## src/rtl/htpr_pkg.sv

```systemverilog
// ----------------------------------------------------------------------------
// htpr_pkg
// Shared types, constants and helpers for the probe/replace hash table.
// ----------------------------------------------------------------------------
package htpr_pkg;

	localparam int INDEX_BITS_DEF = 16;
	localparam int QUEUE_DEPTH    = 2;

	localparam logic [6:0]  DEPTH_MAX     = 7'd127;
	localparam logic [1:0]  BOUND_EXACT   = 2'd3;
	localparam logic        ACT_PROBE     = 1'b0;
	localparam logic        ACT_STORE     = 1'b1;
	localparam logic [15:0] MOVE_NONE     = 16'd0;

	localparam logic [6:0]  AGE_RESET     = 7'd0;
	localparam logic [14:0] THR_RESET     = 15'd32000;
	localparam logic        REG_SEL_AGE   = 1'b0;
	localparam logic        REG_SEL_THR   = 1'b1;

	typedef struct packed {
		logic               action;
		logic [63:0]        key;
		logic [7:0]         ply;
		logic signed [7:0]  depth;
		logic [1:0]         bound;
		logic [15:0]        move;
		logic signed [15:0] eval;
		logic signed [15:0] value;
	} in_item_t;

	typedef struct packed {
		logic               hit;
		logic [6:0]         entry_age;
		logic [6:0]         entry_depth;
		logic [1:0]         entry_bound;
		logic [15:0]        entry_move;
		logic signed [15:0] entry_eval;
		logic signed [15:0] entry_value;
	} out_item_t;

	// classified item as it waits for the back end
	typedef struct packed {
		logic               action;
		logic [63:0]        key;
		logic [7:0]         ply;
		logic signed [7:0]  depth;
		logic [6:0]         depth_clamp;
		logic               exact;
		logic [1:0]         bound;
		logic [15:0]        move;
		logic [15:0]        eval;
		logic [15:0]        value_adj;
	} q_item_t;

	// mate-score ply adjustment, wraps to 16 bits
	function automatic logic [15:0] ply_adjust(
		input logic [15:0] v,
		input logic [7:0]  ply,
		input logic [14:0] thr,
		input logic        storing
	);
		logic signed [17:0] vx;
		logic signed [17:0] tx;
		logic signed [17:0] px;
		logic signed [17:0] r;
		vx = $signed({{2{v[15]}}, v});
		tx = $signed({3'b000, thr});
		px = $signed({10'd0, ply});
		r  = vx;
		if (vx >= tx) begin
			r = storing ? (vx + px) : (vx - px);
		end else if (vx <= -tx) begin
			r = storing ? (vx - px) : (vx + px);
		end
		return r[15:0];
	endfunction

endpackage

```

## src/rtl/htpr_front.sv

```systemverilog
// ----------------------------------------------------------------------------
// htpr_front
// Accepts items, clamps depth and applies the store-side value adjustment.
// ----------------------------------------------------------------------------
module htpr_front import htpr_pkg::*; (
	input  logic      in_valid,
	output logic      in_stall,
	input  in_item_t  in_item,
	input  logic      queue_full,
	input  logic      clearing,
	input  logic [14:0] mate_threshold,
	output logic      push,
	output q_item_t   push_item
);

	assign in_stall = queue_full | clearing;
	assign push     = in_valid & ~in_stall;

	always_comb begin
		push_item.action      = in_item.action;
		push_item.key         = in_item.key;
		push_item.ply         = in_item.ply;
		push_item.depth       = in_item.depth;
		push_item.depth_clamp = in_item.depth[7] ? 7'd0 : in_item.depth[6:0];
		push_item.exact       = (in_item.bound == BOUND_EXACT);
		push_item.bound       = in_item.bound;
		push_item.move        = in_item.move;
		push_item.eval        = in_item.eval;
		push_item.value_adj   = ply_adjust(in_item.value, in_item.ply, mate_threshold, 1'b1);
	end

endmodule

```

## config.mk

```make
export PLATFORM = sky130hd
export DESIGN_NAME = htpr_front
export DESIGN_NICKNAME = d
export VERILOG_FILES = /design/src/rtl/htpr_pkg.sv /design/src/rtl/htpr_front.sv
export SDC_FILE = /design/constraint.sdc
export NUM_CORES = 1
export LEC_CHECK = 0
export ABC_AREA = 1
export BUFFER_PORTS_ARGS = -buffer_cell sky130_fd_sc_hd__buf_2
export CAP_MARGIN = 25
export CORE_ASPECT_RATIO = 0.5
export CORE_UTILIZATION = 38
export DETAILED_ROUTE_END_ITERATION = 6
export PLACE_DENSITY = 0.81
export SYNTH_ARGS = -nofsm -noshare
export SYNTH_HDL_FRONTEND = slang
export SYNTH_SLANG_ARGS = --single-unit
```

## constraint.sdc

```tcl
create_clock -name vclk -period 3.8
set_input_delay 0.57 -clock vclk [all_inputs]
set_output_delay 0.57 -clock vclk [all_outputs]
set_load 0.02 [all_outputs]
```

# ---- Word level (Yosys, flattened, before mapping)
# Cells that the tools add are included.
dict set report classes {
  add_sub_neg 3
  n_lt_le_gt_ge 2
  eq_ne 1
  muxes 3
  bitwise 3
}
# operator n
set ops {}
lappend ops {{two-way mux 16 bit} 2}
lappend ops {{less-or-equal comparator 16 x 18 -> 1 bit} 1}
lappend ops {{negator 15 -> 18 bit} 1}
lappend ops {{adder 16 x 9 -> 16 bit} 1}
lappend ops {{greater-or-equal comparator 16 bit} 1}
lappend ops {{subtractor 16 x 9 -> 16 bit} 1}
lappend ops {{two-way mux 7 bit} 1}
lappend ops {{equality test 2 bit, second input constant} 1}
lappend ops {{bitwise AND 1 bit} 1}
lappend ops {{NOT 1 bit} 1}
lappend ops {{bitwise OR 1 bit} 1}
dict set report totals {
  regBits 0
  in_bits 149
  wordCells 12
}

# ---- Longest topological paths before layout
dict set report logic_depth {
  word_depth 4
  depth_mapped 24
}

# ---- Least setup slack after synthesis
# Ideal clock, no wire load.
dict set report synth_path {
  path_kind {input-to-output}
  startpoint {input mate_threshold[1]}
  endpoint {output push_item[11] in the netlist's numbering}
  arrival_ns 3.186
  path_slack_ns 0.044
  cell_stages 24
  path_cell_list {inv_1 ha_1 nand3_1 nor3_2 nand2_1 nor3_2 nand2_1 nor2_1 nand3_1 xor2_1 ha_1 nand2_1 nor2_4 nand2_2 nor2_4 nand2_2 nand3_2 nand2_1 nand2_4 buf_8 nand3_2 nand2_1 nand2_1 nand2_1}
}
# element line
set synth_lines {}
lappend synth_lines {{start, declared} htpr_front.sv:11} ;# input logic [14:0] mate_threshold,
lappend synth_lines {{end, declared} htpr_front.sv:13} ;# output q_item_t push_item

==> out/results.tsv <==
metric	value	unit
status	complete, but fails checks	
failing checks	setup timing	
Max Fclk	246.8	MHz
hold path startpoint	in_item[92]	
critical path type	in2out	
final cycle utilization of the critical path	106.6	%
Slew @ Worst Pin	531.9	ps
Core Util, Final	42.89	%
P_leak	0.002237	uW
clkbuf count	0	
Post-Route WL	10.98	mm
syn_area_per_cell	6.085	sq um
RSZ-0062 raised after global routing	yes	
CP Data Arrival Time	3480	ps
FF+latch area	0	sq um
hold path cells	0	
Core ar.	8979	sq um
Critical Path End Type	output port	
first-pass GRT wire length	16.62	mm
initial antenna violation count	1	
Yosys top cell area share	23.88	%
Rel. slew slack	64.17	%
final hold vios	0	
total power	540.7	uW
die area	9930	sq um
Starting DRT DRC Count	205	
sequential-to-total area share from yosys stat	0	%
Worst Hold End	push_item[100]	
max-cap violations	0	
port bufs	96	
syn nets	794	
post-place instance area	3451	sq um
Post-Layout Inst Area	3851	sq um
crit start category	input port	
Post-Place Setup Slack	-432.4	ps
Die Span Y	70.97	um
largest net degree at the start of global routing	18	
Slew Limit Fails	0	
vias per inst	5.095	
# placed instances	701	
fin cells	713	
synth top area cells	buf_4, ha_1, nand2_1	
vias in the first global route	3500	
CP required	3230	ps
fin crit period	4052	ps
# rows	24	
peak supply drop	0.05220	mV
power per cell area	140.4	nW/um^2
Yosys warning count	0	
antenna cells	0	
hold buffers post-CTS	0	
HP Class	in2out	
post-route ant nets	0	
RD Place Congestion	0.9055	
Post-DP HPWL	8.101	mm
chip width	139.9	um
Post-Syn Instances	594	
Synth top cells by count	nand2_1, buf_4, inv_1, ha_1, nor2_1	
most common cell in the netlist	nand2_1	
FFs & Latches	0	
mapped cell area	3615	sq um
drt wl/cell	15.39	um
# DRC	0	
Ports	290	
area leader, netlist	buf_4	
Total Routing Usage GR	20.35	%
# setup viols final	16	
total grt overflow	0	
Initial Util	40.26	%
synthesis-to-finish area growth	6.542	%
detailed-router iteration count before antenna repair	4	
Nets	798	
DR vias	3633	
worst setup margin	-251.6	ps
maximum fanout along the worst path	8	
library cells used by synthesis	35	
layout cells sized above 1	31.71	%
-- critical path, cell delays in order --
cell and delay, ps:
buf_8 110, inv_6 60, ha_4 150, nand3_4 80
nor3_4 190, nand2_2 110, nor3_4 140, nand2_1 80
nor2_2 130, nand3_2 100, xor2_1 150, ha_1 290
nand2_2 60, nor2_4 130, nand2_2 100, nor2_4 130
nand2_2 80, nand4_1 100, buf_6 130, nand3_4 160
nand2_1 120, nand2_1 50, nand2_1 50, nand2_1 60
buf_6 130
-- final cells by class --
class	count	area, sq um
Fill cell	861	5127
Inverter	82	315.3
Multi-Input combinational cell	391	2610
Tap cell	117	146.4
Timing Repair Buffer	123	779.5
-- metal layers --
metal	vias up	wire length (um)	global-route usage [%]	part of all wire (%)
met5	-	13	1.435	0.12
met4	2	361	7.204	3.3
met3	47	1214	6.161	11
met2	178	5515	38.17	50
met1	1641	3869	21.82	35
li1	1765	-	-	-
-- per-stage QoR --
step	hold slack [ps]	TNS (ps)
floorplan	1220	0
global placement	1140	-3989
CTS	1140	-4066
detailed placement	1140	-6589
finish	1140	-3554
global route	1140	-6203
-- placed cells by master (no fill, tap or decap), types with 6 or more instances in the layout --
cell	n
nand4_1	8
buf_6	15
ha_1	48
buf_2	83
a21oi_1	21
nor2_1	33
nand3_2	7
nand2_2	25
o21ai_0	12
nand3_1	31
nand2_1	121
xor2_1	35
o21bai_1	6
inv_1	76
nor3_1	6
buf_4	24
-- where the power goes --
part | switching (uW) | internal, uW
Combinational | 331 | 209
Sequential | 0 | 0
Clock | 0 | 0
-- timing repair --
item                       4_1_cts  5_1_grt
pin swaps                       24       45
setup endpoints to repair       16       16
gates resized for setup         43       41
gates cloned                     2        0
setup buffers                    7        3
-- cells by family after synthesis --
logic type | synth area share [%]
and+or+nand+nor | 31.91
buffers and inverters | 33.92
adders and majority gates | 18.07
AOI/OAI and AO/OA | 7.373
xor gates and xnor gates | 8.723
-- worst max-delay path by stage --
stage | endpoint | slack (ps) | depth (start not counted) | start
after floorplan | push_item[11] | 40 | 24 | mate_threshold[1]
after global placement | push_item[0] | -260 | 22 | mate_threshold[1]
after detailed placement | push_item[3] | -430 | 24 | mate_threshold[1]
after CTS | push_item[12] | -270 | 25 | mate_threshold[1]
after global routing | push_item[13] | -430 | 25 | mate_threshold[0]
final | push_item[11] | -250 | 25 | mate_threshold[0]
Note: power is estimated with default switching activity, not from simulation.
