<file path="src/rtl/htpr_pkg.sv">
// ----------------------------------------------------------------------------
// htpr_pkg
// Shared types, constants and helpers for the probe/replace hash table.
// ----------------------------------------------------------------------------
package htpr_pkg;

	localparam int INDEX_BITS_DEF = 16;
	localparam int QUEUE_DEPTH    = 2;

	localparam logic [6:0]  DEPTH_MAX     = 7'd127;
	localparam logic [1:0]  BOUND_EXACT   = 2'd3;
	localparam logic        ACT_PROBE     = 1'b0;
	localparam logic        ACT_STORE     = 1'b1;
	localparam logic [15:0] MOVE_NONE     = 16'd0;

	localparam logic [6:0]  AGE_RESET     = 7'd0;
	localparam logic [14:0] THR_RESET     = 15'd32000;
	localparam logic        REG_SEL_AGE   = 1'b0;
	localparam logic        REG_SEL_THR   = 1'b1;

	typedef struct packed {
		logic               action;
		logic [63:0]        key;
		logic [7:0]         ply;
		logic signed [7:0]  depth;
		logic [1:0]         bound;
		logic [15:0]        move;
		logic signed [15:0] eval;
		logic signed [15:0] value;
	} in_item_t;

	typedef struct packed {
		logic               hit;
		logic [6:0]         entry_age;
		logic [6:0]         entry_depth;
		logic [1:0]         entry_bound;
		logic [15:0]        entry_move;
		logic signed [15:0] entry_eval;
		logic signed [15:0] entry_value;
	} out_item_t;

	// classified item as it waits for the back end
	typedef struct packed {
		logic               action;
		logic [63:0]        key;
		logic [7:0]         ply;
		logic signed [7:0]  depth;
		logic [6:0]         depth_clamp;
		logic               exact;
		logic [1:0]         bound;
		logic [15:0]        move;
		logic [15:0]        eval;
		logic [15:0]        value_adj;
	} q_item_t;

	// mate-score ply adjustment, wraps to 16 bits
	function automatic logic [15:0] ply_adjust(
		input logic [15:0] v,
		input logic [7:0]  ply,
		input logic [14:0] thr,
		input logic        storing
	);
		logic signed [17:0] vx;
		logic signed [17:0] tx;
		logic signed [17:0] px;
		logic signed [17:0] r;
		vx = $signed({{2{v[15]}}, v});
		tx = $signed({3'b000, thr});
		px = $signed({10'd0, ply});
		r  = vx;
		if (vx >= tx) begin
			r = storing ? (vx + px) : (vx - px);
		end else if (vx <= -tx) begin
			r = storing ? (vx - px) : (vx + px);
		end
		return r[15:0];
	endfunction

endpackage

</file>
<file path="src/rtl/htpr_queue.sv">
// ----------------------------------------------------------------------------
// htpr_queue
// Short FIFO between the front and back ends.
// ----------------------------------------------------------------------------
module htpr_queue import htpr_pkg::*; #(
	parameter int DEPTH = QUEUE_DEPTH
) (
	input  logic    clk,
	input  logic    arst_n,
	input  logic    push,
	input  q_item_t push_item,
	input  logic    pop,
	output logic    empty,
	output logic    full,
	output q_item_t head
);

	localparam int PTR_W = (DEPTH > 1) ? $clog2(DEPTH) : 1;
	localparam int CNT_W = $clog2(DEPTH + 1);

	q_item_t            slot_q [DEPTH];
	logic [PTR_W-1:0]   wr_ptr_q;
	logic [PTR_W-1:0]   rd_ptr_q;
	logic [CNT_W-1:0]   cnt_q;

	assign empty = (cnt_q == '0);
	assign full  = (cnt_q == CNT_W'(DEPTH));
	assign head  = slot_q[rd_ptr_q];

	always_ff @(posedge clk) begin
		if (push) begin
			slot_q[wr_ptr_q] <= push_item;
		end
	end

	always_ff @(posedge clk or negedge arst_n) begin
		if (!arst_n) begin
			wr_ptr_q <= '0;
			rd_ptr_q <= '0;
			cnt_q    <= '0;
		end else begin
			if (push) begin
				wr_ptr_q <= (wr_ptr_q == PTR_W'(DEPTH - 1)) ? '0 : wr_ptr_q + 1'b1;
			end
			if (pop) begin
				rd_ptr_q <= (rd_ptr_q == PTR_W'(DEPTH - 1)) ? '0 : rd_ptr_q + 1'b1;
			end
			if (push && !pop) begin
				cnt_q <= cnt_q + 1'b1;
			end else if (pop && !push) begin
				cnt_q <= cnt_q - 1'b1;
			end
		end
	end

endmodule

</file>
<file path="config.mk">
export PLATFORM = sky130hd
export DESIGN_NAME = htpr_queue
export DESIGN_NICKNAME = d
export VERILOG_FILES = /design/src/rtl/htpr_pkg.sv /design/src/rtl/htpr_queue.sv
export SDC_FILE = /design/constraint.sdc
export NUM_CORES = 1
export LEC_CHECK = 0
export BUFFER_PORTS_ARGS = -buffer_cell sky130_fd_sc_hd__buf_4
export CAP_MARGIN = 20
export CELL_PAD_IN_SITES_DETAIL_PLACEMENT = 1
export CELL_PAD_IN_SITES_GLOBAL_PLACEMENT = 1
export CORE_UTILIZATION = 45
export CTS_CLUSTER_DIAMETER = 60
export CTS_CLUSTER_SIZE = 10
export DETAILED_ROUTE_END_ITERATION = 12
export PLACE_DENSITY = 0.86
export SYNTH_ARGS = -nofsm -noshare
export SYNTH_HDL_FRONTEND = slang
export SYNTH_SLANG_ARGS = --single-unit
</file>
<file path="constraint.sdc">
create_clock -name clk -period 10 [get_ports clk]
set_input_delay 0.5 -clock clk [delete_from_list [all_inputs] [get_ports clk]]
set_output_delay 0.5 -clock clk [all_outputs]
set_load 0.01 [all_outputs]
</file>
# == Yosys cells after proc, flatten, opt, wreduce, memory -nomap -nowiden ==
# Memory sizes are Yosys's and may differ from the RTL's.
# Cells that the tools add are included.
# word_totals
inputBits,143
elab_cells,21
mem_bits_rw,278
n_memories,1
regBits,4
output_inout_bits,141
# mem_list
memory,depth,word_bits,rd,rd_ports_with_merged_regs,write_ports,line,text
slot_q,2,139,1,0,1,htpr_queue.sv:21,q_item_t slot_q [DEPTH];
# op_classes
addsub,4
n_eq_ne,1
n_reduce_logical,6
n_mux,6
# ops
op,n
$mux 1,4
$mux 2,2
$add 1x1->1 const B,2
$add 2x1->2 const B,1
$eq 2x2->1 const B,1
$logic_and 1x1->1,2
$logic_not 1->1,2
$logic_not 2->1,1
$reduce_bool 2->1,1
$sub 2x1->2 const B,1

# == Logic depth before layout (Yosys ltp) ==
# logic_depth
ltp_word,4
ltp_mapped,5
depth_no_buf,5

# == Worst setup path before layout ==
# OpenSTA, ideal clock, no wires.
# synth_timing
kind,reg-to-reg
startpoint,register wr_ptr_q
endpoint,memory slot_q[0][0] in the netlist's numbering (enable)
arrival_ns,6.541
t_required_ns,9.344
period_less_slack_ns,7.197
path_buffers,0
setup_slack_ns,2.803
setup_time_ns,0.656
path_stages_with_launch,2
path_cell_list,dfrtp_1 nor2b_1
# synth_lines
item,line,text
start: declaration,htpr_queue.sv:22,logic [PTR_W-1:0] wr_ptr_q;
start signal: assignment,htpr_queue.sv:43,wr_ptr_q <= (wr_ptr_q == PTR_W'(DEPTH - 1)) ? '0 : wr_ptr_q + 1'b1;
end: declaration,htpr_queue.sv:21,
# Straight into the memory's write port.

==> impl_metrics.py <==
metrics = {
    "status": {
        "status": "finished, final reports clean",
    },
    "logic_synthesis": {
        "syn_nets": 593,
        "yosys.area.top_type": "edfxtp_1",
        "yosys.area.top_type_share": 0.785,
        "ys_seq_elements": 282,
        "syn_area_mm2": 0.0106,
        "yosys.cell_types.count": 14,
        "synthTopCellsByArea": "edfxtp_1 (79%), mux2_4 (14%), mux2_2 (4.1%)",
        "yosysSeqAreaShare": 0.794,
        "synth_area_per_cell_um2": 23.7,
        "synthCells": 449,
        "synth_warnings": 0,
    },
    "timing": {
        "relSlewSlack": 0.292,
        "max_slew.worst_pin.slew_ps": 1060,
        "rsz0062_at_grt": "false",
        "finalHoldViolations": 0,
        "slew_viol_final": 0,
        "timing.hold.ws_ps": 195,
        "timing.fmax_mhz": 316,
        "setup_ws_ps": 6830,
        "setup_violations": 0,
        "period_share": 0.317,
        "tns_ps": 0,
        "layout_min_cycle_time_ps": 3170,
        "clock_skew_ps": 11.3,
    },
    "clocking": {
        "cts_root_buf": "clkbuf_16",
        "cts_sinks": 282,
        "clockBufferDepth": 3,
        "ctsHoldBuffers": 1,
        "cts.clk_slew.worst_paths_ps": 60,
        "h-tree-depth": 2,
        "cts_setup_buffers": 0,
        "clk_latency_ps": 480,
        "cts_resized": 0,
        "cts_tree": "built",
        "cts_made_buffers": 34,
    },
    "setup_path": {
        "cp-end-kind": "output pin",
        "crit_path_start_kind": "register",
        "crit_required_ps": 9500,
        "worstPathArrival_ps": 2670,
        "path_class": "reg2out",
        "crit_path_max_fanout": 64,
    },
    "pwr": {
        "powerDensity_mw_per_mm2": 287,
        "vdd_drop_max_uv": 181,
        "p_leak_uw": 0.00552,
    },
    "routing": {
        "routedWlPerCell_um": 21.2,
        "routed_wl_um": 22900,
        "first_pass_iters": 4,
        "via_per_inst": 4.89,
        "dr_total_vias": 5277,
        "dr.first_iter.drc_count": 235,
        "drc_errors": 0,
        "drtAntennaViolNets": 0,
    },
    "final_layout": {
        "final_cell_mix": "buf_4 (288), edfxtp_1 (278), mux2_4 (100)",
        "diodes": 0,
        "syn_to_final_growth_pct": 31.5,
        "multiInputGateArea_mm2": 0.00203,
        "drive_gt1_frac": 0.611,
        "fillers": 1992,
        "nNetsFinal": 902,
        "regArea_mm2": 0.00845,
        "final_common_cell": "buf_4",
        "final_area_mm2": 0.0140,
    },
    "floorplan": {
        "num_io_pins": 284,
        "die_area_mm2": 0.0243,
        "die_h_um": 156,
        "fp.coreArea_mm2": 0.0229,
        "placementRows": 55,
        "start_util": 0.464,
        "fp.dieW_um": 156,
    },
    "placed_design": {
        "port_buffers": 283,
        "hpwl_um": 15500,
        "place.gp.congestion": 0.748,
        "placed_cell_area_mm2": 0.0130,
        "pre_cts_slack_ps": 7210,
    },
    "global_route": {
        "grt_pass1_vias": 5917,
        "grt_overflow": 0,
        "grt_max_degree": 74,
        "grt_pass1_wl_um": 33200,
        "grt_antenna_before_repair": 0,
        "track_usage": 0.184,
    },
    "flow_run": {
        "maxCapViolations": 0,
    },
    "worst_hold_path": {
        "hp-class": "in2reg",
    },
}
cell families after synthesis:
group / synth area share
XOR/XNOR: 0.00412
adder cells (fa/ha/maj): 0.00118
buffers and inverters: 0.0153
flip-flops: 0.794
multiplexers: 0.182
AND/OR/NAND/NOR: 0.00247
synthesized netlist by cell type, drive strengths merged:
cell    instances
edfxtp        278
mux2          139
buf            16
dfrtp           4
xor2            4
nor2            2
nor2b           2
and2            1
ha              1
inv             1
xnor2           1
sequential cells by signal, summed over array words and instances, names as in the netlist:
name,cells
rd_ptr_q,1
slot_q,278
wr_ptr_q,1
cnt_q,2
path summary, 6_finish.rpt:
path | startpoint | end | slack, ps | depth (start not counted)
max | rd_ptr_q | head[133] | 6830 | 3
min | push_item[131] | slot_q[1][131] | 200 | 1
max in group asynchronous | arst_n | rd_ptr_q | 9520 | 2
max reg2reg | wr_ptr_q | slot_q[1][61] | 7400 | 2
min reg2reg | cnt_q[1] | cnt_q[1] | 510 | 1
min in group asynchronous | arst_n | cnt_q[0] | 360 | 2
metal layers:
layer  track usage  vias to the layer above  share of wire
met4        0.0588                        0          0.025
met5             0                        -              0
li1              -                     2379              -
met2         0.349                      208           0.54
met3        0.0539                       41          0.070
met1         0.194                     2649           0.36
where the power goes:
group | total, uW | leakage, uW | switching [uW] | internal (uW)
clock network | 1050 | 0.000450 | 419 | 633
logic | 1300 | 0.00242 | 594 | 704
registers | 1660 | 0.00265 | 83.8 | 1580
critical path, cell delays in order (launching register included):
cell     delay (ps)
dfrtp_4         650
buf_4           860
mux2_2          450
buf_4           150
final cells by class:
type | instances | area share
tap | 313 | 0.0280
sequential | 282 | 0.605
clock inverter | 2 | 0.00116
clock buffer | 42 | 0.0652
multi-input combinational | 150 | 0.145
timing repair buffer | 289 | 0.155
inverter | 1 | 0.000268
metrics by stage:
step	cells	util	total power [uW]
2_1_floorplan	449	-	2490
3_3_place_gp	1034	0.569	2940
3_5_place_dp	1034	0.569	3000
4_1_cts	1079	0.610	4070
5_1_grt	1079	0.610	4170
6_report	1079	0.610	4010
Power figures use the tool's default switching activity.
